[config.mk]
export PLATFORM = sky130hd
export DESIGN_NAME = hte_out_queue
export DESIGN_NICKNAME = d
export VERILOG_FILES = /design/src/rtl/hte_pkg.sv /design/src/rtl/hte_out_queue.sv
export VERILOG_INCLUDE_DIRS = /design/src /design/src/rtl
export SDC_FILE = /design/constraint.sdc
export NUM_CORES = 1
export LEC_CHECK = 0
export BUFFER_PORTS_ARGS = -buffer_cell sky130_fd_sc_hd__clkbuf_2
export CELL_PAD_IN_SITES_DETAIL_PLACEMENT = 1
export CELL_PAD_IN_SITES_GLOBAL_PLACEMENT = 1
export CORE_MARGIN = 3
export CORE_UTILIZATION = 47
export DETAILED_ROUTE_END_ITERATION = 12
export GPL_TIMING_DRIVEN = 0
export PLACE_DENSITY_LB_ADDON = 0.25
export SLEW_MARGIN = 20
export SYNTH_ARGS = -nofsm -noshare
export SYNTH_HDL_FRONTEND = slang
export SYNTH_SLANG_ARGS = --single-unit
export TNS_END_PERCENT = 100
[constraint.sdc]
create_clock -name clk -period 5.6 [get_ports clk]
set_input_delay 1.12 -clock clk [delete_from_list [all_inputs] [get_ports clk]]
set_output_delay 1.12 -clock clk [all_outputs]
set_load 0.005 [all_outputs]
[src/rtl/huffman_table_encoder_unit_macros.svh]
// Assertion macros shared by the Huffman encoder RTL
`ifndef HUFFMAN_TABLE_ENCODER_UNIT_MACROS_SVH
`define HUFFMAN_TABLE_ENCODER_UNIT_MACROS_SVH

// same-cycle implication, needs clk and arst_n in scope
`define HTE_ASSERT_IMPL(lbl, ante, cons, msg) \
	lbl: assert property (@(posedge clk) disable iff (!arst_n) (ante) |-> (cons)) \
		else $error(msg);

// next-cycle implication
`define HTE_ASSERT_NEXT(lbl, ante, cons, msg) \
	lbl: assert property (@(posedge clk) disable iff (!arst_n) (ante) |=> (cons)) \
		else $error(msg);

`endif

[src/rtl/hte_pkg.sv]
// Types, constants and codes shared by the Huffman encoder modules
`timescale 1ns / 1ps
`default_nettype none

package hte_pkg;

	localparam int MAX_CODE_LEN = 32;
	localparam int SYMBOL_COUNT = 256;

	localparam int KIND_W = 2;
	localparam int SYM_W  = 8;
	localparam int CODE_W = 32;
	localparam int LEN_W  = 6;
	localparam int BYTE_W = 8;
	localparam int CNT_W  = 24;
	localparam int ST_W   = 2;
	localparam int PEND_W = 7;
	localparam int PCNT_W = 3;

	localparam int IDX_W   = $clog2(SYMBOL_COUNT);
	localparam int WIN_W   = CODE_W + BYTE_W;
	localparam int MAX_RES = (MAX_CODE_LEN + BYTE_W - 1) / BYTE_W;
	localparam int NB_W    = $clog2(MAX_RES + 1);
	localparam int AV_W    = $clog2(MAX_RES + 2);
	localparam int TOT_W   = LEN_W + 1;
	localparam int SEL_W   = (MAX_RES > 1) ? $clog2(MAX_RES) : 1;
	localparam int Q_DEPTH = 4;
	localparam int QP_W    = $clog2(Q_DEPTH);
	localparam int QC_W    = $clog2(Q_DEPTH + 1);

	localparam logic [CNT_W-1:0] LIMIT_RST = {CNT_W{1'b1}};

	localparam logic [KIND_W-1:0] KIND_LOAD = 2'd0;
	localparam logic [KIND_W-1:0] KIND_ENC  = 2'd1;
	localparam logic [KIND_W-1:0] KIND_FIN  = 2'd2;

	localparam logic [ST_W-1:0] ST_OK      = 2'd0;
	localparam logic [ST_W-1:0] ST_UNKNOWN = 2'd1;
	localparam logic [ST_W-1:0] ST_FULL    = 2'd2;

	typedef struct packed {
		logic [KIND_W-1:0] kind;
		logic [SYM_W-1:0]  symbol;
		logic [CODE_W-1:0] code_word;
		logic [LEN_W-1:0]  code_length;
	} hte_in_t;

	typedef struct packed {
		logic [BYTE_W-1:0] out_byte;
		logic              is_last;
		logic [ST_W-1:0]   status;
		logic [CNT_W-1:0]  byte_count;
	} hte_out_t;

	typedef struct packed {
		logic [LEN_W-1:0]  len;
		logic [CODE_W-1:0] code;
	} hte_entry_t;

	typedef struct packed {
		logic              en;
		logic [IDX_W-1:0]  addr;
		logic [LEN_W-1:0]  len;
		logic [CODE_W-1:0] code;
	} hte_wr_t;

	// group of result words produced by one item
	typedef struct packed {
		logic [MAX_RES-1:0][BYTE_W-1:0] bytes;
		logic [NB_W-1:0]                n;
		logic                           last;
		logic [ST_W-1:0]                status;
		logic [CNT_W-1:0]               count;
	} hte_grp_t;

endpackage

`default_nettype wire

[src/rtl/hte_out_queue.sv]
// Result group queue and serializer onto the output channel
`timescale 1ns / 1ps
`default_nettype none
`include "huffman_table_encoder_unit_macros.svh"

module hte_out_queue (
	input  wire                 clk,
	input  wire                 arst_n,
	input  wire                 push,
	input  hte_pkg::hte_grp_t   grp,
	output logic                full,
	output logic                out_valid,
	input  wire                 out_ready,
	output hte_pkg::hte_out_t   out_data
);
	import hte_pkg::*;

	hte_grp_t          q_regs_q [Q_DEPTH];
	hte_grp_t          head;
	logic [QP_W-1:0]   wr_ptr_q;
	logic [QP_W-1:0]   rd_ptr_q;
	logic [QC_W-1:0]   cnt_q;
	logic [SEL_W-1:0]  sel_q;
	logic              take;
	logic              last_word;
	logic              pop;

	assign head      = q_regs_q[rd_ptr_q];
	assign full      = cnt_q == QC_W'(Q_DEPTH);
	assign out_valid = cnt_q != '0;
	assign take      = out_valid && out_ready;
	assign last_word = (NB_W'(sel_q) + NB_W'(1)) == head.n;
	assign pop       = take && last_word;

	assign out_data.out_byte   = head.bytes[sel_q];
	assign out_data.is_last    = head.last;
	assign out_data.status     = head.status;
	assign out_data.byte_count = head.count;

	always_ff @(posedge clk) begin
		if (push) begin
			q_regs_q[wr_ptr_q] <= grp;
		end
	end

	always_ff @(posedge clk or negedge arst_n) begin
		if (!arst_n) begin
			wr_ptr_q <= '0;
			rd_ptr_q <= '0;
			cnt_q    <= '0;
			sel_q    <= '0;
		end else begin
			if (push) begin
				wr_ptr_q <= wr_ptr_q + QP_W'(1);
			end
			if (pop) begin
				rd_ptr_q <= rd_ptr_q + QP_W'(1);
				sel_q    <= '0;
			end else if (take) begin
				sel_q <= sel_q + SEL_W'(1);
			end
			cnt_q <= cnt_q + QC_W'(push) - QC_W'(pop);
		end
	end

	`HTE_ASSERT_IMPL(a_sel_in_group, out_valid, NB_W'(sel_q) < head.n, "word select past group end")
	`HTE_ASSERT_IMPL(a_no_overflow, full, !push, "push into full queue")

endmodule

`default_nettype wire

# == Word-level counts from Yosys, hierarchy flattened ==
# Memories as Yosys holds them, arrays and structs flattened.
# Cells that the tools add are included.
# word_totals
inputBits,66
ram_bits,248
reg_bits,9
out_inout_bits,37
mem_count,1
# classes
n_eq_ne,2
reduce_logical,4
n_addsub,6
n_mux,6
n_lt_le_gt_ge,1
# mem_list
memory,words,word_bits,read_ports,rd_clocked_by_memory_dff,write_ports,line_no,rtl
q_regs_q,4,62,1,0,1,hte_out_queue.sv:18,hte_grp_t q_regs_q [Q_DEPTH];
# op_table
cell,count
$bmux W8 S2,1
$mux W8,1
$add A2 B1 Y2 const B,3
$mux W2,2
$add A2 B1 Y3 const B,1
$add A3 B1 Y3,1
$eq A3 B3 Y1,1
$eq A3 B3 Y1 const B,1
$lt A2 B3 Y1 const B,1
$reduce_bool A3 Y1,1
$sub A3 B1 Y3,1
$logic_and A1 B1 Y1,2
$mux W1,2
$reduce_bool A2 Y1,1

# == Depth between registers and ports, before layout ==
# Gate-level depths: netlist of the first run.
# depth
ltp_word,4
mapped_depth,13

# == Worst setup path before layout of the first run ==
# No wires, ideal clock.
# synth_path
kind,input -> register
from,in push
to,"mem q_regs_q[3][0] (netlist bit), enable pin"
setup_ns,0.426
n_path_buf,0
arrival_ns,2.582
required_ns,5.174
path_slack_ns,2.592
path_stages,1
cell_sequence,and2_1
# synth_between
elab_chain_len,2
# synth_lines
item,line_no,rtl
start: declaration,hte_out_queue.sv:9,"input wire push,"
$mux W1,hte_out_queue.sv:41,if (push) begin
$mux W1 (implied by the code),hte_out_queue.sv:42,q_regs_q[wr_ptr_q] <= grp;
end: declaration,hte_out_queue.sv:18,
# No other way between the ends.

==> results.json, run 1 <==
{
  "status": "complete, no violations",
  "cp_top_family": "buffers and inverters",
  "all_layer_global_routing_usage_pct": 17.2,
  "fraction_of_final_layout_cells_with_drive_strength_greater_than_1_pct": 39.4,
  "final_hold_viol_count": 0,
  "stdcell_area_um2": 11700,
  "holdCritPathClass": "in -> async",
  "crit_path_top_delay_cell": "mux4_2",
  "floorplan_die_width_um": 150,
  "timing.critical_path.required_ns": 4.48,
  "timing.max_slew.rel_slack_pct": 70.2,
  "grt_setup_unrepaired": "no",
  "clock_latency_ns": 0.50,
  "hpwlAfterDp_mm": 11.7,
  "static-leakage-power_nw": 4.10,
  "netlist_instances": 391,
  "via_count": 4464,
  "clkTransAtPathRegs_ns": 0.06,
  "synth_nets": 465,
  "num-nets-final": 600,
  "die-area_um2": 22600,
  "setup_bufs_post_cts": 0,
  "worst-endpoint-arrival_ns": 2.44,
  "synthArstFlopShare_pct": 3.50,
  "worst-path-max-fanout": 10,
  "via_count_of_the_first_global_routing_pass": 4964,
  "place.gp.congestion": 0.701,
  "post-synth-top-count-cell": "edfxtp_1",
  "antenna_found_initial": 1,
  "ys_top_cells_by_area": "edfxtp_1, mux4_2, mux4_1",
  "die_height_um": 150,
  "final.period_utilization_pct": 63.6,
  "num_rows": 52,
  "max_slew.worst_pin.slew_ns": 0.447,
  "setup_total_negative_slack_ns": 0,
  "grt_max_degree": 42,
  "critPathMostFrequentCell": "buf_2",
  "final.setup_skew_ns": 0.00603,
  "critPathCaptureType": "output port",
  "number_of_buffers_inserted_during_clock_tree_synthesis": 27,
  "root_buffer": "clkbuf_16",
  "synth_top_cell_area_share_pct": 75.9,
  "criticalPathCategory": "reg -> out",
  "worst-r2r-cell-count": 13,
  "synth-edff-count": 248,
  "worstPathCellList": "buf_4 > buf_6 > buf_2 > buf_2 > mux4_2 > clkbuf_2",
  "placeableCoreArea_um2": 20400,
  "cts_num_sinks": 257,
  "drv_cap": 0,
  "yosys.area.top_type": "edfxtp_1",
  "pwr_density_cell_nw_per_um2": 528,
  "dr.first_iter.drc_count": 208,
  "start_util_pct": 48.2,
  "route.antenna.remaining_nets": 0,
  "stages_on_the_worst_setup_path": 6,
  "detailed_routing_iterations_pass_1": 4,
  "overflow": 0,
  "synth.yosys.seq_area_share_pct": 78.2,
  "area_grow_syn2layout_pct": 18.7,
  "setup_viol_count_final": 0,
  "slowest_delay_ns": 0.37,
  "dpl_cell_area_um2": 10800,
  "port_buffers": 102,
  "yosysWarningCount": 0,
  "post_cts.resized_instances": 0,
  "synth_top_flop_cell": "edfxtp_1",
  "syn_avg_cell_area_um2": 25.1,
  "final_count_of_pins_violating_max_slew": 0,
  "cts_tree": "built",
  "top_level_ports": 103,
  "netlist_top_cells_count": "edfxtp_1, mux4_2, mux4_1",
  "max_clock_freq_mhz": 281,
  "setup.worst_path.start_class": "flop",
  "cp_num_buf_inv": 5,
  "num_antenna_cells": 0,
  "yosys_register_bits": 257,
  "synthDistinctLibCells": 28,
  "synth_area_um2": 9810,
  "avgRoutedWirePerCell_um": 23.2,
  "fin_crit_ns": 3.56,
  "max-clock-path-buffers": 3,
  "drc": 0,
  "routed_wl_mm": 18.9,
  "vdd_ir_drop_max_mv": 0.328,
  "cts.htree.levels": 1,
  "ctsHoldBuffers": 0,
  "grt_first_pass_wirelength_mm": 29.1,
  "routed_via_density": 5.48
}
-- cell type report --
cell class              count  area, um2
well taps                 270        338
clock buffers              31        691
inverters                   7       26.3
repair buffers            106        621
fillers                  1714       8710
multi-input cells         110       1980
plain buffers              17        141
clock inverters            17        180
flip-flops and latches    257       7670
-- stage by stage --
step / worst slack [ns] / utilization [%] / hold WS (ns) / power [mW] / instances
floorplan: 2.59 / - / 0.494 / 3.83 / 391
global placement: 1.14 / 52.3 / 0.511 / 4.43 / 763
detailed placement: 2.39 / 52.9 / 0.537 / 4.51 / 767
CTS: 1.97 / 57.2 / 0.455 / 6.25 / 815
global route: 1.90 / 57.2 / 0.460 / 6.47 / 815
finish: 2.04 / 57.2 / 0.468 / 6.15 / 815
-- state kept, by name, indices dropped and copies added (netlist names) --
signal and count:
cnt_q 3, q_regs_q 248, rd_ptr_q 2, sel_q 2
wr_ptr_q 2
-- cells in the final DEF (no fill, tap or decap) --
cell type	synthesis	layout
edfxtp_1	248	248
clkbuf_2	0	102
mux4_2	47	47
clkbuf_16	0	27
mux4_1	21	21
buf_2	9	9
clkinv_2	0	9
dfrtp_1	9	9
inv_1	7	7
ha_1	7	7
clkbuf_1	1	5
mux2i_1	5	5
xnor2_1	5	5
xor2_1	4	4
and2_4	0	4
clkinv_1	0	4
bufinv_16	0	4
buf_16	0	4
nand2_1	3	3
buf_6	2	2
buf_4	2	2
buf_12	2	2
o21ai_0	2	2
a31oi_1	2	2
buf_8	1	1
or3_1	1	1
and2_1	5	1
xnor2_2	1	1
nand3_1	1	1
nor2b_1	1	1
nor3b_1	1	1
nor2_2	1	1
a41oi_1	1	1
nor2_1	1	1
fa_1	1	1
-- worst paths after layout --
path / end / start / slack, ns
worst max-delay path: out_data[24] / rd_ptr_q[1] / 2.04
worst min-delay path: cnt_q[2] / arst_n / 0.47
worst max register to register: cnt_q[2] / rd_ptr_q[1] / 2.63
worst min register to register: wr_ptr_q[0] / wr_ptr_q[0] / 0.54
max in group asynchronous: rd_ptr_q[0] / arst_n / 4.93
min in group clk: wr_ptr_q[0] / wr_ptr_q[0] / 0.54
-- power by group --
group	internal, mW	leakage, nW	switching, mW
clock network	1.06	0.435	0.671
logic	0.891	1.28	0.914
registers	2.52	2.38	0.0961
total	4.47	4.10	1.68
-- layer usage --
metal,vias up,GRT usage [%],part of all wire (%),wire length [um]
met5,-,0,0.069,13
met4,2,4.30,1.8,331
met3,27,3.31,5.5,1040
met2,118,29.4,51,9680
met1,2363,22.9,41,7830
li1,1954,-,-,-
-- cells by family (layout without fill, tap and decap cells) --
group           after synthesis  after routing  share of synthesized area, %
compound gates                5              5                         0.319
xor+xnor                     10             10                         0.969
fa+ha+maj                     8              8                          1.10
buf+inv                      24            178                          1.71
flops                       257            257                          78.2
mux                          73             73                          16.9
simple gates                 14             14                         0.791
No activity file was read; power rests on OpenSTA's default activity.
==> run 2, diff against run 1 <==
ABC_AREA = 1   (was unset)
clock period = 3.62 ns   (was 5.6 ns; I/O delays follow)
==> run 2 against run 1 <==
Effect of this change:
- count of clock-buffer cells in the layout stayed put
- critical path type unchanged
- largest cell class unchanged
- setup slack worse by 1.8 ns
- combinational power is 100% higher
- critical path depth stayed put
- area after synthesis is 2.7% higher
- register-to-register slack worse by 1.5 ns
- critical endpoint is now out_data[25]
- design area is 1.8% higher
==> results.json, run 2 <==
{
  "num_rows": 52,
  "finalHoldWorstSlack_ns": 0.0564,
  "setup.worst_path.start_class": "flop",
  "power_frac_comb_pct": 35.7,
  "synthArstFlopShare_pct": 3.50,
  "share_seq_of_total_power_pct": 39.0,
  "timing.final.ws_setup_ns": 0.237,
  "grt.met2_usage_pct": 42.0,
  "dr.first_iter.drc_count": 510,
  "use_met1_pct": 29.5,
  "avgRoutedWirePerCell_um": 24.2,
  "all_layer_global_routing_usage_pct": 23.5,
  "yosys.area.top_type": "edfxtp_1",
  "stdcell_area_um2": 11900,
  "max-clock-path-buffers": 3,
  "vdd_ir_drop_max_mv": 0.393,
  "grt_first_pass_wirelength_mm": 42.2,
  "detailed_routing_iterations_pass_1": 5,
  "criticalPathCategory": "reg -> out",
  "post-synth-top-count-cell": "edfxtp_1",
  "synth_top_flop_cell": "edfxtp_1",
  "flip_flop_count_of_the_largest_register_after_layout": 248,
  "place.gp.congestion": 0.776,
  "power.share.switching_pct": 36.8,
  "setup_viol_count_final": 0,
  "final.period_utilization_pct": 93.5,
  "worst-endpoint-arrival_ns": 2.66,
  "final_count_of_pins_violating_max_slew": 0,
  "floorplan_die_width_um": 152,
  "net-switching-power_mw": 3.83,
  "holdCritPathClass": "in -> async",
  "synth-edff-count": 248,
  "clkPwrFrac_pct": 25.3,
  "num_antenna_cells": 0,
  "syn_avg_cell_area_um2": 13.9,
  "synth_area_um2": 10100,
  "critical_path.reg2reg.startpoint": "rd_ptr_q[1]",
  "dpl_cell_area_um2": 11000,
  "root_buffer": "clkbuf_16",
  "critPathCaptureType": "output port",
  "status": "complete, no violations",
  "synth_nets": 799,
  "post_cts.resized_instances": 0,
  "route.antenna.remaining_nets": 0,
  "power_mw": 10.4,
  "top_level_ports": 103,
  "via_count_of_the_first_global_routing_pass": 7332,
  "critPathLaunch": "rd_ptr_q[1]",
  "routed_wl_mm": 27.8,
  "hpwlAfterDp_mm": 17.3,
  "overflow": 0,
  "max_clock_freq_mhz": 296,
  "final_hold_viol_count": 0,
  "grt_setup_unrepaired": "no",
  "netlist_instances": 725,
  "timing.max_slew.rel_slack_pct": 46.2,
  "gr-max-usage-layer": "met2",
  "via_count": 6686,
  "grt_use_met3_pct": 4.00,
  "clkTransAtPathRegs_ns": 0.06,
  "final_cell_mix": "edfxtp_1, nor2_1, o21ai_0, clkbuf_2, nand2_1",
  "area_grow_syn2layout_pct": 17.8,
  "worst-path-max-fanout": 10,
  "synthDistinctLibCells": 29,
  "fin_crit_ns": 3.38,
  "die-area_um2": 23200,
  "cts_tree": "built",
  "yosys_register_bits": 257,
  "setup_bufs_post_cts": 0,
  "start_util_pct": 48.8,
  "ctsHoldBuffers": 0,
  "netlist_top_cells_count": "edfxtp_1, nor2_1, o21ai_0",
  "grt_max_degree": 49,
  "post-route-util_pct": 57.5,
  "clock_latency_ns": 0.53,
  "cts.htree.levels": 1,
  "pwr_density_cell_nw_per_um2": 877,
  "routed_via_density": 5.82,
  "cts_num_sinks": 257,
  "layout_commonest_cell": "edfxtp_1",
  "reg.largest.list": "q_regs_q: 248 flops, cnt_q: 3 flops",
  "drc": 0,
  "ys_top_cells_by_area": "edfxtp_1, o21ai_0, nor2_1",
  "die_height_um": 152,
  "fraction_of_final_layout_cells_with_drive_strength_greater_than_1_pct": 20.6,
  "placeableCoreArea_um2": 20600,
  "final.setup_skew_ns": 0.00999,
  "setup_slack_after_placement_ns": 0.775,
  "drv_cap": 0,
  "num-nets-final": 934,
  "fillers": 1992,
  "synth_top_cell_area_share_pct": 73.9,
  "antenna_found_initial": 1,
  "number_of_buffers_inserted_during_clock_tree_synthesis": 27,
  "top_register": "q_regs_q",
  "p_int_mw": 6.57,
  "max_slew.worst_pin.slew_ns": 0.807,
  "port_buffers": 102,
  "timing.critical_path.required_ns": 2.90,
  "yosysWarningCount": 0,
  "synth.yosys.seq_area_share_pct": 76.2,
  "static-leakage-power_nw": 4.25
}
run 2: cell count changes after synthesis, moves of 21 or more:
| cell | change |
|---|---|
| mux4_2 | -47 |
| nor2_1 | +130 |
| nand2_1 | +43 |
| o22ai_1 | +38 |
| o211ai_1 | +21 |
| o21ai_0 | +108 |
| mux4_1 | -21 |
run 2: stage by stage:
stage | instances | setup TNS [ns]
final | 1149 | 0
after global routing | 1149 | 0
after CTS | 1149 | 0
after detailed placement | 1101 | 0
after global placement | 1097 | -47.94
after floorplan | 725 | 0
run 2: cell families (layout without fill, tap and decap cells):
group / count (synthesis) / in the layout / synth area share (%)
fa+ha+maj: 8 / 8 / 1.07
xor+xnor: 4 / 4 / 0.348
flops: 257 / 257 / 76.2
simple gates: 202 / 202 / 8.01
compound gates: 189 / 189 / 10.8
buf+inv: 65 / 219 / 3.57
run 2: routing by layer:
metal  up-vias  part of all wire [%]
met5         -                 0.040
met4         2                   2.4
met3        50                   5.9
met2       241                    52
met1      3415                    39
li1       2978                     -
run 2: critical path, stage by stage (launching register included):
cell and delay (ns):
dfrtp_1 0.41, inv_1 0.23, clkbuf_2 0.35, clkbuf_1 0.48, o21ai_1 0.21, o22ai_1 0.27, clkbuf_2 0.18
run 2: final cells by class:
type                    count  area (um2)  area share (%)
clock buffers              31         691            5.82
inverters                  19        86.3           0.728
well taps                 270         338            2.85
repair buffers            106         621            5.23
clock inverters            17         133            1.12
flip-flops and latches    257        7670            64.7
multi-input cells         403        2040            17.2
plain buffers              46         283            2.38
run 2: worst paths after layout:
| path | end | slack, ns | depth (start not counted) |
|---|---|---|---|
| max | out_data[25] | 0.24 | 6 |
| min in group clk | q_regs_q[3][20] | 0.41 | 1 |
| max in group asynchronous | sel_q[0] | 3.34 | 1 |
| max reg2reg | cnt_q[1] | 1.10 | 13 |
| min reg2reg | wr_ptr_q[0] | 0.56 | 1 |
| min | cnt_q[0] | 0.06 | 1 |
run 2: power groups by stage:
stage               combinational [mW]  sequential (mW)  clock (mW)
floorplan                         2.10             4.09           0
global placement                  3.41             4.14           0
detailed placement                3.67             4.12           0
CTS                               3.73             4.06        2.66
global route                      4.06             4.10        2.79
finish                            3.71             4.06        2.63
==> run 3, diff against run 2 <==
SLEW_MARGIN = 0   (was 20)
clock period = 3.5 ns   (was 3.62 ns; I/O delays follow)
==> run 3 against run 2 <==
Effect of this change:
- cell count unchanged
- largest cell class unchanged
- power grew 2.5%
- wire length down 2.4%
==> results.json, run 3 (synthesis gave the netlist of run 2 again) <==
{
  "routed_via_density": 5.75,
  "top_level_ports": 103,
  "worst-r2r-cell-count": 15,
  "detailed_routing_iterations_pass_1": 5,
  "clock_latency_ns": 0.52,
  "reg.largest.list": "q_regs_q: 248 flops, cnt_q: 3 flops",
  "holdCritPathClass": "in -> async",
  "timing.final.ws_setup_ns": 0.260,
  "fin_crit_ns": 3.24,
  "setup_viol_count_final": 0,
  "die_height_um": 152,
  "grt_setup_unrepaired": "no",
  "critPathLaunch": "rd_ptr_q[1]",
  "avgRoutedWirePerCell_um": 23.6,
  "critical_path.reg2reg.startpoint": "rd_ptr_q[0]",
  "post_cts.resized_instances": 0,
  "timing.max_slew.rel_slack_pct": 49.1,
  "via_count_of_the_first_global_routing_pass": 7223,
  "status": "complete, no violations",
  "dr.first_iter.drc_count": 430,
  "setup.worst_path.start_class": "flop",
  "routed_wl_mm": 27.1,
  "vdd_ir_drop_max_mv": 0.483,
  "worst-endpoint-arrival_ns": 2.54,
  "timing.critical_path.required_ns": 2.80,
  "max-clock-path-buffers": 3,
  "port_buffers": 102,
  "antenna_found_initial": 2,
  "hpwlAfterDp_mm": 17.3,
  "area_grow_syn2layout_pct": 17.7,
  "timing.reg2reg.setup_slack_ns": 1.06,
  "place.gp.congestion": 0.776,
  "cts_num_sinks": 257,
  "worst-path-max-fanout": 10,
  "die-area_um2": 23200,
  "max_slew.worst_pin.slew_ns": 0.764,
  "overflow": 0,
  "layout_commonest_cell": "edfxtp_1",
  "number_of_buffers_inserted_during_clock_tree_synthesis": 27,
  "cts_tree": "built",
  "grt_first_pass_wirelength_mm": 41.2,
  "top_register": "q_regs_q",
  "num_rows": 52,
  "final.setup_skew_ns": 0.0112,
  "setup_bufs_post_cts": 0,
  "grt_max_degree": 50,
  "via_count": 6602,
  "flip_flop_count_of_the_largest_register_after_layout": 248,
  "floorplan_die_width_um": 152,
  "route.antenna.remaining_nets": 0,
  "max_clock_freq_mhz": 309,
  "final.period_utilization_pct": 92.6,
  "cts.htree.levels": 1,
  "fraction_of_final_layout_cells_with_drive_strength_greater_than_1_pct": 19.9,
  "root_buffer": "clkbuf_16",
  "setup_slack_after_placement_ns": 0.796,
  "drv_cap": 0,
  "placeableCoreArea_um2": 20600,
  "pwr_density_cell_nw_per_um2": 899,
  "clkTransAtPathRegs_ns": 0.06,
  "final_cell_mix": "edfxtp_1, nor2_1, o21ai_0, clkbuf_2, nand2_1",
  "ctsHoldBuffers": 0,
  "final_count_of_pins_violating_max_slew": 0,
  "num_antenna_cells": 0,
  "all_layer_global_routing_usage_pct": 22.8,
  "criticalPathCategory": "reg -> out",
  "drc": 0,
  "num-nets-final": 934,
  "power_mw": 10.7,
  "static-leakage-power_nw": 4.24,
  "endpoint_of_the_most_critical_setup_path": "out_data[14]",
  "final_hold_viol_count": 0,
  "critPathCaptureType": "output port",
  "start_util_pct": 48.8,
  "worstReg2RegEnd": "cnt_q[1]"
}
==> run 3: cell count changes in the layout (fill, tap and decap cells not counted), sizes merged <==
| cell | before | now |
|---|---|---|
| clkinv | 13 | 10 |
| clkbuf | 153 | 157 |
| clkinvlp | 2 | 1 |
==> run 3: area by class of cell <==
type	instances	area, um2
fillers	2046	8770
plain buffers	46	283
repair buffers	106	621
multi-input cells	403	2040
well taps	270	338
clock inverters	13	108
clock buffers	35	706
inverters	19	86.3
flip-flops and latches	257	7670
==> run 3: worst max-delay path, cell delays in order (launching register included) <==
cell and delay, ns:
dfrtp_1 0.40, inv_1 0.20, clkbuf_2 0.33, clkbuf_1 0.41, o21ai_0 0.21, o22ai_1 0.29, clkbuf_2 0.18
==> run 3: report_power, final <==
| group | internal, mW | total [mW] | switching (mW) |
|---|---|---|---|
| clock | 1.56 | 2.65 | 1.10 |
| sequential | 4.03 | 4.20 | 0.166 |
| combinational | 1.21 | 3.81 | 2.60 |
==> run 3: per-stage QoR <==
| step | hold slack [ns] | std cells | area (um2) | util, % | setup TNS [ns] |
|---|---|---|---|---|---|
| after floorplan | 0.404 | 725 | 10100 | - | 0 |
| after global placement | 0.508 | 1097 | 10900 | 52.9 | -71.75 |
| after detailed placement | 0.557 | 1101 | 11000 | 53.5 | 0 |
| after CTS | 0.0427 | 1149 | 11900 | 57.5 | 0 |
| after global routing | 0.0495 | 1149 | 11900 | 57.5 | 0 |
| final | 0.0464 | 1149 | 11900 | 57.5 | 0 |
==> run 3: metal layers <==
layer / track usage [%] / wire [um] / vias up
met2: 41.5 / 14100 / 218
met1: 28.2 / 10900 / 3364
met3: 3.98 / 1510 / 46
met4: 6.08 / 618 / 4
met5: 0 / 27 / -
li1: - / - / 2970
==> run 3: worst min-delay path by stage <==
| stage | start | end | slack (ns) |
|---|---|---|---|
| 2_1_floorplan | arst_n | cnt_q[0] | 0.40 |
| 3_3_place_gp | wr_ptr_q[0] | wr_ptr_q[0] | 0.51 |
| 3_5_place_dp | wr_ptr_q[0] | wr_ptr_q[0] | 0.56 |
| 4_1_cts | arst_n | rd_ptr_q[1] | 0.04 |
| 5_1_grt | arst_n | cnt_q[0] | 0.05 |
| 6_report | arst_n | rd_ptr_q[1] | 0.05 |
