`src/rtl/huffman_table_encoder_unit_macros.svh`:
```
// Assertion macros shared by the Huffman encoder RTL
`ifndef HUFFMAN_TABLE_ENCODER_UNIT_MACROS_SVH
`define HUFFMAN_TABLE_ENCODER_UNIT_MACROS_SVH

// same-cycle implication, needs clk and arst_n in scope
`define HTE_ASSERT_IMPL(lbl, ante, cons, msg) \
	lbl: assert property (@(posedge clk) disable iff (!arst_n) (ante) |-> (cons)) \
		else $error(msg);

// next-cycle implication
`define HTE_ASSERT_NEXT(lbl, ante, cons, msg) \
	lbl: assert property (@(posedge clk) disable iff (!arst_n) (ante) |=> (cons)) \
		else $error(msg);

`endif

```
`src/rtl/hte_pkg.sv`:
```
// Types, constants and codes shared by the Huffman encoder modules
`timescale 1ns / 1ps
`default_nettype none

package hte_pkg;

	localparam int MAX_CODE_LEN = 32;
	localparam int SYMBOL_COUNT = 256;

	localparam int KIND_W = 2;
	localparam int SYM_W  = 8;
	localparam int CODE_W = 32;
	localparam int LEN_W  = 6;
	localparam int BYTE_W = 8;
	localparam int CNT_W  = 24;
	localparam int ST_W   = 2;
	localparam int PEND_W = 7;
	localparam int PCNT_W = 3;

	localparam int IDX_W   = $clog2(SYMBOL_COUNT);
	localparam int WIN_W   = CODE_W + BYTE_W;
	localparam int MAX_RES = (MAX_CODE_LEN + BYTE_W - 1) / BYTE_W;
	localparam int NB_W    = $clog2(MAX_RES + 1);
	localparam int AV_W    = $clog2(MAX_RES + 2);
	localparam int TOT_W   = LEN_W + 1;
	localparam int SEL_W   = (MAX_RES > 1) ? $clog2(MAX_RES) : 1;
	localparam int Q_DEPTH = 4;
	localparam int QP_W    = $clog2(Q_DEPTH);
	localparam int QC_W    = $clog2(Q_DEPTH + 1);

	localparam logic [CNT_W-1:0] LIMIT_RST = {CNT_W{1'b1}};

	localparam logic [KIND_W-1:0] KIND_LOAD = 2'd0;
	localparam logic [KIND_W-1:0] KIND_ENC  = 2'd1;
	localparam logic [KIND_W-1:0] KIND_FIN  = 2'd2;

	localparam logic [ST_W-1:0] ST_OK      = 2'd0;
	localparam logic [ST_W-1:0] ST_UNKNOWN = 2'd1;
	localparam logic [ST_W-1:0] ST_FULL    = 2'd2;

	typedef struct packed {
		logic [KIND_W-1:0] kind;
		logic [SYM_W-1:0]  symbol;
		logic [CODE_W-1:0] code_word;
		logic [LEN_W-1:0]  code_length;
	} hte_in_t;

	typedef struct packed {
		logic [BYTE_W-1:0] out_byte;
		logic              is_last;
		logic [ST_W-1:0]   status;
		logic [CNT_W-1:0]  byte_count;
	} hte_out_t;

	typedef struct packed {
		logic [LEN_W-1:0]  len;
		logic [CODE_W-1:0] code;
	} hte_entry_t;

	typedef struct packed {
		logic              en;
		logic [IDX_W-1:0]  addr;
		logic [LEN_W-1:0]  len;
		logic [CODE_W-1:0] code;
	} hte_wr_t;

	// group of result words produced by one item
	typedef struct packed {
		logic [MAX_RES-1:0][BYTE_W-1:0] bytes;
		logic [NB_W-1:0]                n;
		logic                           last;
		logic [ST_W-1:0]                status;
		logic [CNT_W-1:0]               count;
	} hte_grp_t;

endpackage

`default_nettype wire

```
`src/rtl/hte_packer.sv`:
```
// Bit packer stage: stream state, limit register and result group build
`timescale 1ns / 1ps
`default_nettype none
`include "huffman_table_encoder_unit_macros.svh"

module hte_packer (
	input  wire                        clk,
	input  wire                        arst_n,
	input  wire                        cfg_we,
	input  wire [hte_pkg::CNT_W-1:0]   cfg_wdata,
	input  wire                        in_acc,
	input  wire [hte_pkg::KIND_W-1:0]  in_kind,
	input  wire                        in_sym_ok,
	input  hte_pkg::hte_entry_t        rd,
	input  wire                        q_full,
	output logic                       in_ready,
	output logic                       push,
	output hte_pkg::hte_grp_t          grp
);
	import hte_pkg::*;

	logic               s1_vld_q;
	logic [KIND_W-1:0]  kind_s1;
	logic               sym_ok_s1;

	logic [CNT_W-1:0]   limit_q;
	logic [PEND_W-1:0]  pend_q;
	logic [PCNT_W-1:0]  cnt_q;
	logic [CNT_W-1:0]   idx_q;
	logic               err_q;
	logic [ST_W-1:0]    err_kind_q;

	logic               go;
	logic               is_enc;
	logic               is_fin;
	logic [LEN_W-1:0]   clen;
	logic [TOT_W-1:0]   total;
	logic [NB_W-1:0]    nb;
	logic [PCNT_W-1:0]  rem;
	logic [CNT_W-1:0]   diff;
	logic [AV_W-1:0]    avail;
	logic               full_err;
	logic [NB_W-1:0]    k;
	logic [PEND_W-1:0]  pend_la;
	logic [CODE_W-1:0]  code_la;
	logic [WIN_W-1:0]   win;
	logic [WIN_W-1:0]   win_sh;
	logic [PEND_W-1:0]  new_pend;
	logic [BYTE_W-1:0]  fin_byte;
	logic [CNT_W-1:0]   fin_count;

	assign go       = s1_vld_q && !q_full;
	assign in_ready = !s1_vld_q || !q_full;
	assign is_enc   = kind_s1 == KIND_ENC;
	assign is_fin   = kind_s1 == KIND_FIN;

	always_ff @(posedge clk or negedge arst_n) begin
		if (!arst_n) begin
			s1_vld_q <= 1'b0;
		end else if (in_acc) begin
			s1_vld_q <= 1'b1;
		end else if (go) begin
			s1_vld_q <= 1'b0;
		end
	end

	always_ff @(posedge clk) begin
		if (in_acc) begin
			kind_s1   <= in_kind;
			sym_ok_s1 <= in_sym_ok;
		end
	end

	always_comb begin
		clen   = sym_ok_s1 ? rd.len : '0;
		total  = TOT_W'(cnt_q) + TOT_W'(clen);
		nb     = NB_W'(total >> 3);
		rem    = total[PCNT_W-1:0];
		diff   = limit_q - idx_q;
		if (limit_q <= idx_q) begin
			avail = '0;
		end else if (diff > CNT_W'(MAX_RES)) begin
			avail = AV_W'(MAX_RES + 1);
		end else begin
			avail = AV_W'(diff);
		end
		full_err = total > TOT_W'({avail, 3'b000});
		k        = full_err ? NB_W'(avail) : nb;

		// pending bits then code bits, left aligned
		pend_la  = pend_q << (PCNT_W'(PEND_W) - cnt_q);
		code_la  = rd.code << (LEN_W'(CODE_W) - clen);
		win      = {pend_la, {(WIN_W - PEND_W){1'b0}}}
			| ({code_la, {BYTE_W{1'b0}}} >> cnt_q);
		win_sh   = win << {nb, 3'b000};
		new_pend = win_sh[WIN_W-1 -: PEND_W] >> (PCNT_W'(PEND_W) - rem);

		fin_byte  = BYTE_W'({1'b0, pend_q} << (4'd8 - {1'b0, cnt_q}));
		fin_count = idx_q + CNT_W'(cnt_q != '0);

		for (int j = 0; j < MAX_RES; j++) begin
			grp.bytes[j] = win[WIN_W-1-BYTE_W*j -: BYTE_W];
		end
		if (is_fin) begin
			grp.bytes[0] = (err_q || cnt_q == '0) ? '0 : fin_byte;
		end
		grp.n      = is_fin ? NB_W'(1) : k;
		grp.last   = is_fin;
		grp.status = (is_fin && err_q) ? err_kind_q : ST_OK;
		grp.count  = (is_fin && !err_q) ? fin_count : '0;

		push = go && (is_fin || (is_enc && !err_q && clen != '0 && k != '0));
	end

	always_ff @(posedge clk or negedge arst_n) begin
		if (!arst_n) begin
			limit_q <= LIMIT_RST;
		end else if (cfg_we) begin
			limit_q <= cfg_wdata;
		end
	end

	always_ff @(posedge clk or negedge arst_n) begin
		if (!arst_n) begin
			pend_q     <= '0;
			cnt_q      <= '0;
			idx_q      <= '0;
			err_q      <= 1'b0;
			err_kind_q <= ST_OK;
		end else if (go) begin
			if (is_fin) begin
				pend_q     <= '0;
				cnt_q      <= '0;
				idx_q      <= '0;
				err_q      <= 1'b0;
				err_kind_q <= ST_OK;
			end else if (is_enc && !err_q) begin
				if (clen == '0) begin
					err_q      <= 1'b1;
					err_kind_q <= ST_UNKNOWN;
				end else begin
					pend_q <= new_pend;
					cnt_q  <= rem;
					idx_q  <= idx_q + CNT_W'(k);
					if (full_err) begin
						err_q      <= 1'b1;
						err_kind_q <= ST_FULL;
					end
				end
			end
		end
	end

	`HTE_ASSERT_IMPL(a_err_blocks_enc, s1_vld_q && is_enc && err_q, !push, "encode output with error held")
	`HTE_ASSERT_NEXT(a_fin_clears, go && is_fin, idx_q == '0 && cnt_q == '0 && !err_q, "finish did not clear stream state")
	`HTE_ASSERT_IMPL(a_grp_size, push, grp.n != '0 && grp.n <= NB_W'(MAX_RES), "bad group size")

endmodule

`default_nettype wire

```
`config.mk`:
```
export PLATFORM = sky130hd
export DESIGN_NAME = hte_packer
export DESIGN_NICKNAME = d
export VERILOG_FILES = /design/src/rtl/hte_pkg.sv /design/src/rtl/hte_packer.sv
export VERILOG_INCLUDE_DIRS = /design/src /design/src/rtl
export SDC_FILE = /design/constraint.sdc
export NUM_CORES = 1
export LEC_CHECK = 0
export BUFFER_PORTS_ARGS = -buffer_cell sky130_fd_sc_hd__buf_4
export CORE_MARGIN = 2
export CORE_UTILIZATION = 50
export DETAILED_ROUTE_END_ITERATION = 8
export HOLD_SLACK_MARGIN = 0.08
export PLACE_DENSITY = 0.71
export SLEW_MARGIN = 20
export SYNTH_ARGS = -nofsm -noshare
export SYNTH_HDL_FRONTEND = slang
export SYNTH_SLANG_ARGS = --single-unit
```
`constraint.sdc`:
```
create_clock -name clk -period 19.2 [get_ports clk]
set_input_delay 3.84 -clock clk [delete_from_list [all_inputs] [get_ports clk]]
set_output_delay 3.84 -clock clk [all_outputs]
set_load 0.01 [all_outputs]
```
**Word-level counts from Yosys, hierarchy flattened**

Cells that the tools add are included.

- Shifts and indexed selects: 6
- Reduce and logical (&&, ||, !) cells: 23
- $mul: 0
- Muxes and demuxes: 28
- Bitwise logic cells: 1
- Equal/unequal tests: 3
- Order comparisons: 3
- Add/subtract/negate cells: 8
- Div/mod/pow operators: 0

Operators by type and width:

| cell | count |
|---|---|
| $mux W24 | 4 |
| $or A40 B40 Y40 | 1 |
| $shl A40 B6 Y40 | 1 |
| $shr A40 B3 Y40 | 1 |
| $shl A32 B6 Y32 | 1 |
| $add A24 B1 Y24 | 1 |
| $add A24 B3 Y24 | 1 |
| $gt A24 B3 Y1 const B | 1 |
| $le A24 B24 Y1 | 1 |
| $sub A24 B24 Y24 | 1 |
| $mux W3 | 7 |
| $mux W7 | 3 |
| $mux W8 | 2 |
| $mux W2 | 5 |
| $reduce_bool A3 Y1 | 3 |
| $shl A7 B4 Y8 | 1 |
| $add A3 B6 Y7 | 1 |
| $gt A7 B6 Y1 | 1 |
| $logic_and A1 B1 Y1 | 7 |
| $shl A7 B3 Y7 | 1 |
| $shr A7 B3 Y7 | 1 |
| $logic_not A6 Y1 | 1 |
| $mux W1 | 6 |
| $mux W6 | 1 |
| other kinds (12) | 19 |

- Latch bits: 0
- Bits in registers: 65
- Output and inout port bits: 64
- Input port bits: 70
- Memories kept: 0
- Bits in read-only memories: 0
- Bits in writable memories: 0
- Logic and storage cells: 81

**Longest topological paths before layout**

Gate-level depths: netlist of the first run.

- Depth after elaboration: 10
- Mapped depth: 34
- Depth with buffers taken out: 34

**Least setup slack after synthesis of the first run**

Ideal clock, no wire load.

- Path kind: in2out
- Start: input rd[32] in the netlist's numbering
- End: output push
- Setup slack: 7,265 ps
- Path buffers: 5
- Stages: 21
- Arrival time: 8,095 ps
- Data required time: 15,360 ps
- Cells stage by stage: buf_6 > nand2_4 > inv_4 > buf_8 > buf_8 > clkbuf_1 > ha_1 > fa_1 > a21o_1 > nand2_1 > xnor2_1 > nand2_1 > inv_1 > clkbuf_1 > ha_1 > a21o_1 > a21oi_1 > o21ai_0 > a221oi_1 > o21ai_0 > a41oi_1

- Word-level cells in the longest chain between the ends: 8
- Elaborated cells on any way between the ends: 10
- Those cells by class: 1 x add/sub; 1 x order compare; 2 x mux; 6 x reduce/logical

RTL lines:

| element | line | RTL |
|---|---|---|
| start, declared | hte_packer.sv:14 | `input hte_pkg::hte_entry_t rd,` |
| $mux W6 (*) | hte_packer.sv:75 | `clen = sym_ok_s1 ? rd.len : '0;` |
| $add A3 B6 Y7 | hte_packer.sv:76 | `total = TOT_W'(cnt_q) + TOT_W'(clen);` |
| $gt A7 B6 Y1 | hte_packer.sv:87 | `full_err = total > TOT_W'({avail, 3'b000});` |
| $mux W3 | hte_packer.sv:88 | `k = full_err ? NB_W'(avail) : nb;` |
| $reduce_bool A3 Y1 | hte_packer.sv:112 | `push = go && (is_fin \|\| (is_enc && !err_q && clen != '0 && k != '0));` |
| $logic_and A1 B1 Y1 (*) | hte_packer.sv:112 |  |
| $logic_or A1 B1 Y1 (*) | hte_packer.sv:112 |  |
| $logic_and A1 B1 Y1 (*) | hte_packer.sv:112 |  |
| end, declared | hte_packer.sv:17 | `output logic push,` |

Mark *: on every way between the ends. The rest lies on a longest branch, timed or not.

**Worst setup path after layout of the first run**

Ends and elaborated chain as after synthesis.

==> results of run 1 <==
## how the worst max path moves through the flow
stage / start / end / slack [ps] / depth (start not counted)
6_report: rd[32] / push / 6870 / 17
5_1_grt: rd[32] / push / 6510 / 17
4_1_cts: rd[32] / push / 6610 / 18
3_5_place_dp: rd[32] / push / 6600 / 18
3_3_place_gp: rd[32] / push / 6760 / 18
2_1_floorplan: rd[32] / push / 7270 / 21
## sequential cells by signal, indices dropped and copies added (netlist names)
register    flops
limit_q        24
kind_s1         2
err_kind_q      2
idx_q          24
err_q           1
s1_vld_q        1
cnt_q           3
pend_q          7
sym_ok_s1       1
## cell usage in the layout (no fill, tap or decap), types with 32 or more instances in the layout
| cell type | netlist | final |
|---|---|---|
| dfrtp_1 | 38 | 38 |
| mux2_2 | 36 | 36 |
| mux4_2 | 32 | 32 |
| a21oi_1 | 72 | 72 |
| nand3_1 | 33 | 33 |
| mux2i_1 | 69 | 69 |
| o21ai_0 | 61 | 61 |
| nand2_1 | 126 | 126 |
| nor2_1 | 131 | 131 |
| buf_4 | 4 | 148 |
| ha_1 | 38 | 38 |
| inv_1 | 61 | 61 |
| xnor2_1 | 47 | 47 |
## where the power goes
| group | switching (mW) | internal (mW) |
|---|---|---|
| registers | 0.0111 | 0.153 |
| logic | 0.250 | 0.166 |
| clock network | 0.0631 | 0.113 |
## cell type report
class / instances / area [um2] / area share [%]
multi-input cells: 1022 / 7370 / 66.80
flip-flops and latches: 65 / 1672 / 15.15
repair buffers: 149 / 1116 / 10.12
well taps: 260 / 325.3 / 2.949
inverters: 63 / 239.0 / 2.166
clock buffers: 10 / 229.0 / 2.075
clock inverters: 6 / 82.58 / 0.7485
## routing by layer
layer	share of wire, %	vias to the layer above	track usage, %
li1	-	4814	-
met1	39	4937	42.50
met2	47	622	54.83
met3	9.0	103	5.164
met4	4.4	0	15.16
met5	0	-	0
## critical path, cell delays in order
cell	delay (ps)
buf_4	200
nand2_4	150
inv_4	410
ha_1	280
a21o_1	130
a21oi_1	80
xor2_1	870
inv_1	540
ha_1	450
nand2_1	50
nor3_1	140
a31oi_1	110
a221oi_1	400
clkbuf_2	260
o21ai_0	100
a41oi_1	290
buf_4	180
## per-stage QoR
stage | area (um2) | setup slack (ps) | total power [mW] | hold WS [ps]
2_1_floorplan | 9633 | 7265 | 0.4446 | 462.2
3_3_place_gp | 10720 | 6756 | 0.5665 | 492.6
3_5_place_dp | 10720 | 6603 | 0.5677 | 498.1
4_1_cts | 11030 | 6606 | 0.7459 | 510.1
5_1_grt | 11030 | 6508 | 0.7947 | 555.2
6_report | 11030 | 6875 | 0.7556 | 516.9
## kinds of logic (layout without fill, tap and decap cells)
group | count (synthesis) | after routing | synth area share (%)
AND/OR/NAND/NOR | 424 | 424 | 20.76
AO/OA/AOI/OAI | 370 | 370 | 26.78
buffers and inverters | 140 | 228 | 6.144
multiplexers | 137 | 137 | 18.86
flip-flops | 65 | 65 | 17.35
XOR/XNOR | 50 | 50 | 4.546
adder cells (fa/ha/maj) | 41 | 41 | 5.559
==> load_flow_metrics.sql, run 1 <==
INSERT INTO impl_metrics (metric_group, metric, value, unit) VALUES
('sta', 'max_slew_margin', '26.94', '%'),
('hold_path', 'holdCritStartpoint', 'err_kind_q[0]', ''),
('layout', 'finish.net_count', '1421', ''),
('synthesis', 'synthMostInstantiatedCell', 'nor2_1', ''),
('synthesis', 'mappedNetlistArea', '9633', 'um2'),
('cts', 'cts.reportedPaths.clkPinSlew', '50', 'ps'),
('synthesis', 'synth.cells.most_frequent', 'nor2_1 (131), nand2_1 (126), a21oi_1 (72), mux2i_1 (69)', ''),
('drt', 'detail_route.iter0.violations', '1383', ''),
('status', 'outcome', 'completed', ''),
('cts', 'ctsHtreeMaxLevel', '3', ''),
('layout', 'final_cells', '1575', ''),
('place', 'placed_cells', '1558', ''),
('layout', 'layout_filler_cell_count', '1768', ''),
('hold_path', 'worst_hold_path_type', 'register to register', ''),
('synthesis', 'seq_area_frac_synth', '17.35', '%'),
('global_route', 'largest_net_degree_at_the_start_of_global_routing', '63', ''),
('global_route', 'antenna_found_initial', '0', ''),
('synthesis', 'synth_enable_flop_cells', '3', ''),
('cts', 'clk_sinks', '65', ''),
('die', 'initial_core_util', '51.16', '%'),
('critical_path', 'sort_of_element_at_the_start_of_the_critical_path', 'input pin', ''),
('synthesis', 'synthesis.instances', '1227', ''),
('synthesis', 'post_synth.cell_area_avg', '7.851', 'um2'),
('sta', 'grt_setup_unrepaired', 'no', ''),
('drt', 'post_drt_wl_per_cell', '21.86', 'um'),
('sta', 'timing_worst_slew_pin_value', '1092', 'ps'),
('hold_path', 'min_delay_path_depth', '2', ''),
('cts', 'ctsResizeCount', '0', ''),
('sta', 'report.final.slew_viol_count', '0', ''),
('critical_path', 'critical_path.reg2reg.endpoint', 'idx_q[22]', ''),
('place', 'numPortBuffers', '133', ''),
('cts', 'cts_setup_buffers', '0', ''),
('cts', 'root_buffer', 'clkbuf_16', ''),
('critical_path', 'reg2reg_setup_slack', '11010', 'ps'),
('critical_path', 'r2r.worst_path.cells', '31', ''),
('critical_path', 'worstPathArrival', '8490', 'ps'),
('critical_path', 'critical_path.endpoint_type', 'output pin', ''),
('die', 'die_area', '20390', 'um2'),
('drt', 'drt_wl_total', '34430', 'um'),
('drt', 'post-route-drc-count', '0', ''),
('cts', 'tritoncts.num_buffers', '9', ''),
('layout', 'postLayoutCoreUtil', '58.59', '%'),
('critical_path', 'worst_r2r_startpoint', 'idx_q[0]', ''),
('sta', 'fin_setup_tns', '0', 'ps'),
('synthesis', 'post_synth_main_area_contributors', 'dfrtp_1 (9.9%), mux4_2 (7.5%), mux2i_1 (7.2%), dfstp_2 (6.5%), nor2_1 (5.1%)', ''),
('synthesis', 'synth_top_area_share', '9.871', '%'),
('place', 'detailed_place_hpwl', '26130', 'um'),
('critical_path', 'kind_of_critical_path', 'input pin to output pin', ''),
('die', 'top_level_ports', '134', ''),
('synthesis', 'synthDominantAreaCellType', 'dfrtp_1', ''),
('cts', 'clk_latency', '340', 'ps'),
('synthesis', 'synth.distinct_cells', '92', ''),
('cts', 'cts_tree', 'yes', ''),
('hold_path', 'hold_path_end', 'err_kind_q[0]', ''),
('global_route', 'grt_pass1_wl', '53230', 'um'),
('layout', 'antenna-diode-count', '0', ''),
('sta', 'finalCritPeriodShare', '64.19', '%'),
('die', 'fp.dieW', '142.8', 'um'),
('layout', 'final_layout_size_suffix_gt1_share', '20.91', '%'),
('sta', 'max_freq', '0.08113', 'GHz'),
('sta', 'final_period_minus_worst_setup_slack', '12330', 'ps'),
('synthesis', 'synth.net_count', '1338', ''),
('cts', 'clockBufferDepth', '2', ''),
('layout', 'synthToLayoutAreaGrowth', '14.53', '%'),
('die', 'num_rows', '50', ''),
('global_route', 'overflow', '0', ''),
('global_route', 'gr-usage-all-layers', '33.09', '%'),
('die', 'fp.coreArea', '18830', 'um2'),
('run', 'max_cap_violations', '0', ''),
('power', 'power_density', '68.49', 'nW/um2'),
('synthesis', 'yosysWarningCount', '0', '');
(Power assumes the default switching activity.)
==> run 2, diff against run 1 <==
ABC_AREA = 1   (was not set)
PLACE_DENSITY = 0.74   (was 0.71)
clock period = 10.2 ns   (was 19.2 ns; I/O delays follow)
==> run 2 against run 1 <==
Compared with the run above:
- wire length fell by 12%
- setup slack got worse by 4400 ps
- critical endpoint unchanged
- highest routed layer unchanged
- the flow now finishes with violations (DRC)
- worst hold slack worse by 30 ps
- flip-flop and latch count unchanged
- non-clock buffer count is 7 lower
- via count grew 5.3%
- clock power up 100%
- global-route usage decreased by 2.2 points
- die area decreased by 3.8%
==> load_flow_metrics.sql, run 2 <==
INSERT INTO impl_metrics (metric_group, metric, value, unit) VALUES
('hold_path', 'hold_path_end', 'err_kind_q[0]', ''),
('critical_path', 'worstPathArrival', '5670', 'ps'),
('synthesis', 'synth_enable_flop_cells', '3', ''),
('drt', 'vias', '11030', ''),
('synthesis', 'post_synth_xor_area_fraction', '2.555', '%'),
('hold_path', 'min_delay_path_depth', '2', ''),
('status', 'failed_checks', 'DRC', ''),
('synthesis', 'synthMuxAreaShare', '2.798', '%'),
('drt', 'detail-route-antenna-nets', '0', ''),
('cts', 'root_buffer', 'clkbuf_16', ''),
('critical_path', 'kind_of_critical_path', 'input pin to output pin', ''),
('status', 'outcome', 'finished with violations', ''),
('synthesis', 'synth_compound_area_share', '12.82', '%'),
('sta', 'report.final.slew_viol_count', '0', ''),
('power', 'totalPowerFinal', '2.341', 'mW'),
('cts', 'cts.reportedPaths.clkPinSlew', '60', 'ps'),
('cts', 'clk_latency', '340', 'ps'),
('drt', 'wl_met1', '12660', 'um'),
('synthesis', 'seq_area_frac_synth', '18.06', '%'),
('synthesis', 'synthDominantAreaCellType', 'nand3_1', ''),
('drt', 'detail_route.vias_per_cell', '5.845', ''),
('drt', 'met3RoutedLength', '1814', 'um'),
('cts', 'ctsHtreeMaxLevel', '3', ''),
('sta', 'postLayoutSetupSlackWorst', '2492', 'ps'),
('global_route', 'gr-usage-all-layers', '30.85', '%'),
('cts', 'hold_bufs_inserted_after_cts', '0', ''),
('global_route', 'first_global_vias', '10260', ''),
('sta', 'clock_skew', '10.01', 'ps'),
('die', 'num_rows', '49', ''),
('synthesis', 'asyncSetResetFlopFracSynth', '95.38', '%'),
('global_route', 'grt_pass1_wl', '49620', 'um'),
('hold_path', 'holdCritStartpoint', 'err_kind_q[0]', ''),
('critical_path', 'r2r.worst_path.cells', '39', ''),
('synthesis', 'synth_top_area_share', '20.87', '%'),
('power', 'power_density', '221.2', 'nW/um2'),
('place', 'numPortBuffers', '133', ''),
('drt', 'post-route-drc-count', '10', ''),
('synthesis', 'synth-adder-area-share', '5.786', '%'),
('drt', 'post_drt_wl_per_cell', '16.14', 'um'),
('drt', 'detail_route.iter0.violations', '1121', ''),
('sta', 'max_slew_margin', '26.20', '%'),
('place', 'pre_cts_ws', '2561', 'ps'),
('synthesis', 'synthMostInstantiatedCell', 'nand2_1', ''),
('synthesis', 'yosysWarningCount', '0', ''),
('synthesis', 'synth.net_count', '1680', ''),
('synthesis', 'post_synth_main_area_contributors', 'nand3_1 (21%), nand2_1 (17%), dfrtp_1 (10%), dfstp_2 (6.8%), inv_1 (5.3%)', ''),
('synthesis', 'yosys_most_used_dff', 'dfrtp_1', ''),
('layout', 'synthToLayoutAreaGrowth', '14.37', '%'),
('place', 'detailed_place_hpwl', '23870', 'um'),
('global_route', 'antenna_found_initial', '0', ''),
('synthesis', 'synthesis.instances', '1569', ''),
('die', 'initial_core_util', '51.17', '%'),
('run', 'max_cap_violations', '0', ''),
('cts', 'clk_sinks', '65', ''),
('cts', 'ctsResizeCount', '0', ''),
('synthesis', 'mappedNetlistArea', '9255', 'um2'),
('sta', 'max_freq', '0.1297', 'GHz'),
('sta', 'whs', '486.6', 'ps'),
('sta', 'grt_setup_unrepaired', 'no', ''),
('critical_path', 'sort_of_element_at_the_start_of_the_critical_path', 'input pin', ''),
('layout', 'postLayoutCoreUtil', '58.53', '%'),
('cts', 'tritoncts.num_buffers', '9', ''),
('critical_path', 'worstPathMaxFanout', '32', ''),
('global_route', 'overflow', '0', ''),
('sta', 'final_period_minus_worst_setup_slack', '7708', 'ps'),
('synthesis', 'post_synth.cell_area_avg', '5.899', 'um2'),
('layout', 'layout_commonest_cell', 'nand2_1', ''),
('die', 'fp.coreArea', '18090', 'um2'),
('global_route', 'largest_net_degree_at_the_start_of_global_routing', '63', ''),
('sta', 'setup_viol', '0', ''),
('critical_path', 'critical_path.endpoint_type', 'output pin', ''),
('power', 'total_leakage_power', '5.075', 'nW'),
('place', 'placed_cells', '1871', ''),
('synthesis', 'synth.distinct_cells', '55', ''),
('synthesis', 'synth-simple-area-share', '48.25', '%'),
('drt', 'met2_wirelength', '14800', 'um'),
('layout', 'layout.cells.most_common_list', 'nand2_1 (410), nand3_1 (386), buf_4 (142)', ''),
('cts', 'clockBufferDepth', '2', ''),
('layout', 'finish.net_count', '1764', ''),
('critical_path', 'worst_r2r_startpoint', 'idx_q[2]', ''),
('critical_path', 'critical_path_required', '8160', 'ps'),
('die', 'top_level_ports', '134', ''),
('drt', 'drt_wl_total', '30450', 'um'),
('place', 'dpl-instance-area', '10240', 'um2'),
('critical_path', 'worst_setup_path_startpoint', 'rd[32]', ''),
('cts', 'cts_setup_buffers', '0', ''),
('layout', 'final_cells', '1887', ''),
('place', 'finalWeightedCongestion', '0.9778', ''),
('sta', 'final-hold-violation-count', '0', ''),
('synthesis', 'yosys_register_bits', '65', ''),
('layout', 'final_layout_size_suffix_gt1_share', '14.48', '%'),
('sta', 'timing_worst_slew_pin_value', '1107', 'ps'),
('sta', 'fin_setup_tns', '0', 'ps'),
('drt', 'drt-pass1-iter-count', '8', ''),
('die', 'fp.dieW', '140.1', 'um'),
('layout', 'reg_top3', 'idx_q (24), limit_q (24), pend_q (7)', ''),
('critical_path', 'reg2reg_setup_slack', '3670', 'ps'),
('synthesis', 'synth.cells.most_frequent', 'nand2_1 (410), nand3_1 (386), inv_1 (130), nor2_1 (102), a21oi_1 (84)', ''),
('die', 'die_area', '19610', 'um2'),
('layout', 'finalInstanceArea', '10590', 'um2'),
('sta', 'finalCritPeriodShare', '75.57', '%'),
('hold_path', 'worst_hold_path_type', 'register to register', ''),
('die', 'die_height', '140.1', 'um'),
('layout', 'antenna-diode-count', '0', ''),
('cts', 'cts_tree', 'yes', ''),
('synthesis', 'synth_top_family_by_area', 'simple AND/OR/NAND/NOR gates', ''),
('drt', 'top_routing_layer_used', 'met4', ''),
('power', 'power.ir.vdd_worst', '0.1238', 'mV'),
('critical_path', 'critical_path.reg2reg.endpoint', 'idx_q[23]', '');
==> run 2: cell count changes after synthesis, sizes merged, moves of 25 or more <==
| cell | change |
|---|---|
| mux2i | -69 |
| nand2 | +292 |
| xnor2 | -37 |
| clkbuf | -25 |
| inv | +77 |
| mux4 | -32 |
| nand3 | +356 |
==> run 2: routing by layer <==
| layer | GRT usage, % | vias up |
|---|---|---|
| met5 | 0 | - |
| met4 | 12.33 | 0 |
| met3 | 4.000 | 72 |
| met2 | 54.84 | 415 |
| met1 | 37.93 | 5046 |
| li1 | - | 5496 |
==> run 2: where the power goes <==
part	internal (mW)	switching, mW
Combinational	0.586	1.04
Sequential	0.309	0.0430
Clock	0.240	0.121
Total	1.13	1.21
==> run 2: critical path, stage by stage <==
cell,delay [ps]
buf_4,280
nand2_1,180
inv_1,150
ha_1,200
nand3_1,90
nand3_1,110
and3_1,170
xor2_1,580
inv_1,210
ha_1,350
nand3_1,70
nor3_1,150
nand2_1,80
nand2_1,90
inv_1,40
nor2_1,200
inv_1,110
nand3_1,140
nand3_1,90
nor2_1,130
nor2_1,50
buf_4,140
==> run 2: worst max path at each step <==
stage,end
after detailed placement,push
final,push
after global placement,grp[30]
after floorplan,push
after CTS,push
after global routing,push
==> run 2: area by class of cell <==
class,count,area [um2]
Timing Repair Buffer,142,1066
Multi-Input combinational cell,1293,6683
Clock inverter,6,113.9
Inverter,142,535.5
Tap cell,229,286.5
Sequential cell,65,1672
Fill cell,1860,7501
Clock buffer,10,229.0
==> run 2: cells by family (layout without fill, tap and decap cells) <==
logic type,after synthesis,in the layout
compound gates,211,211
xor+xnor,27,27
fa+ha+maj,41,41
buf+inv,211,300
flops,65,65
mux,23,23
simple gates,991,991
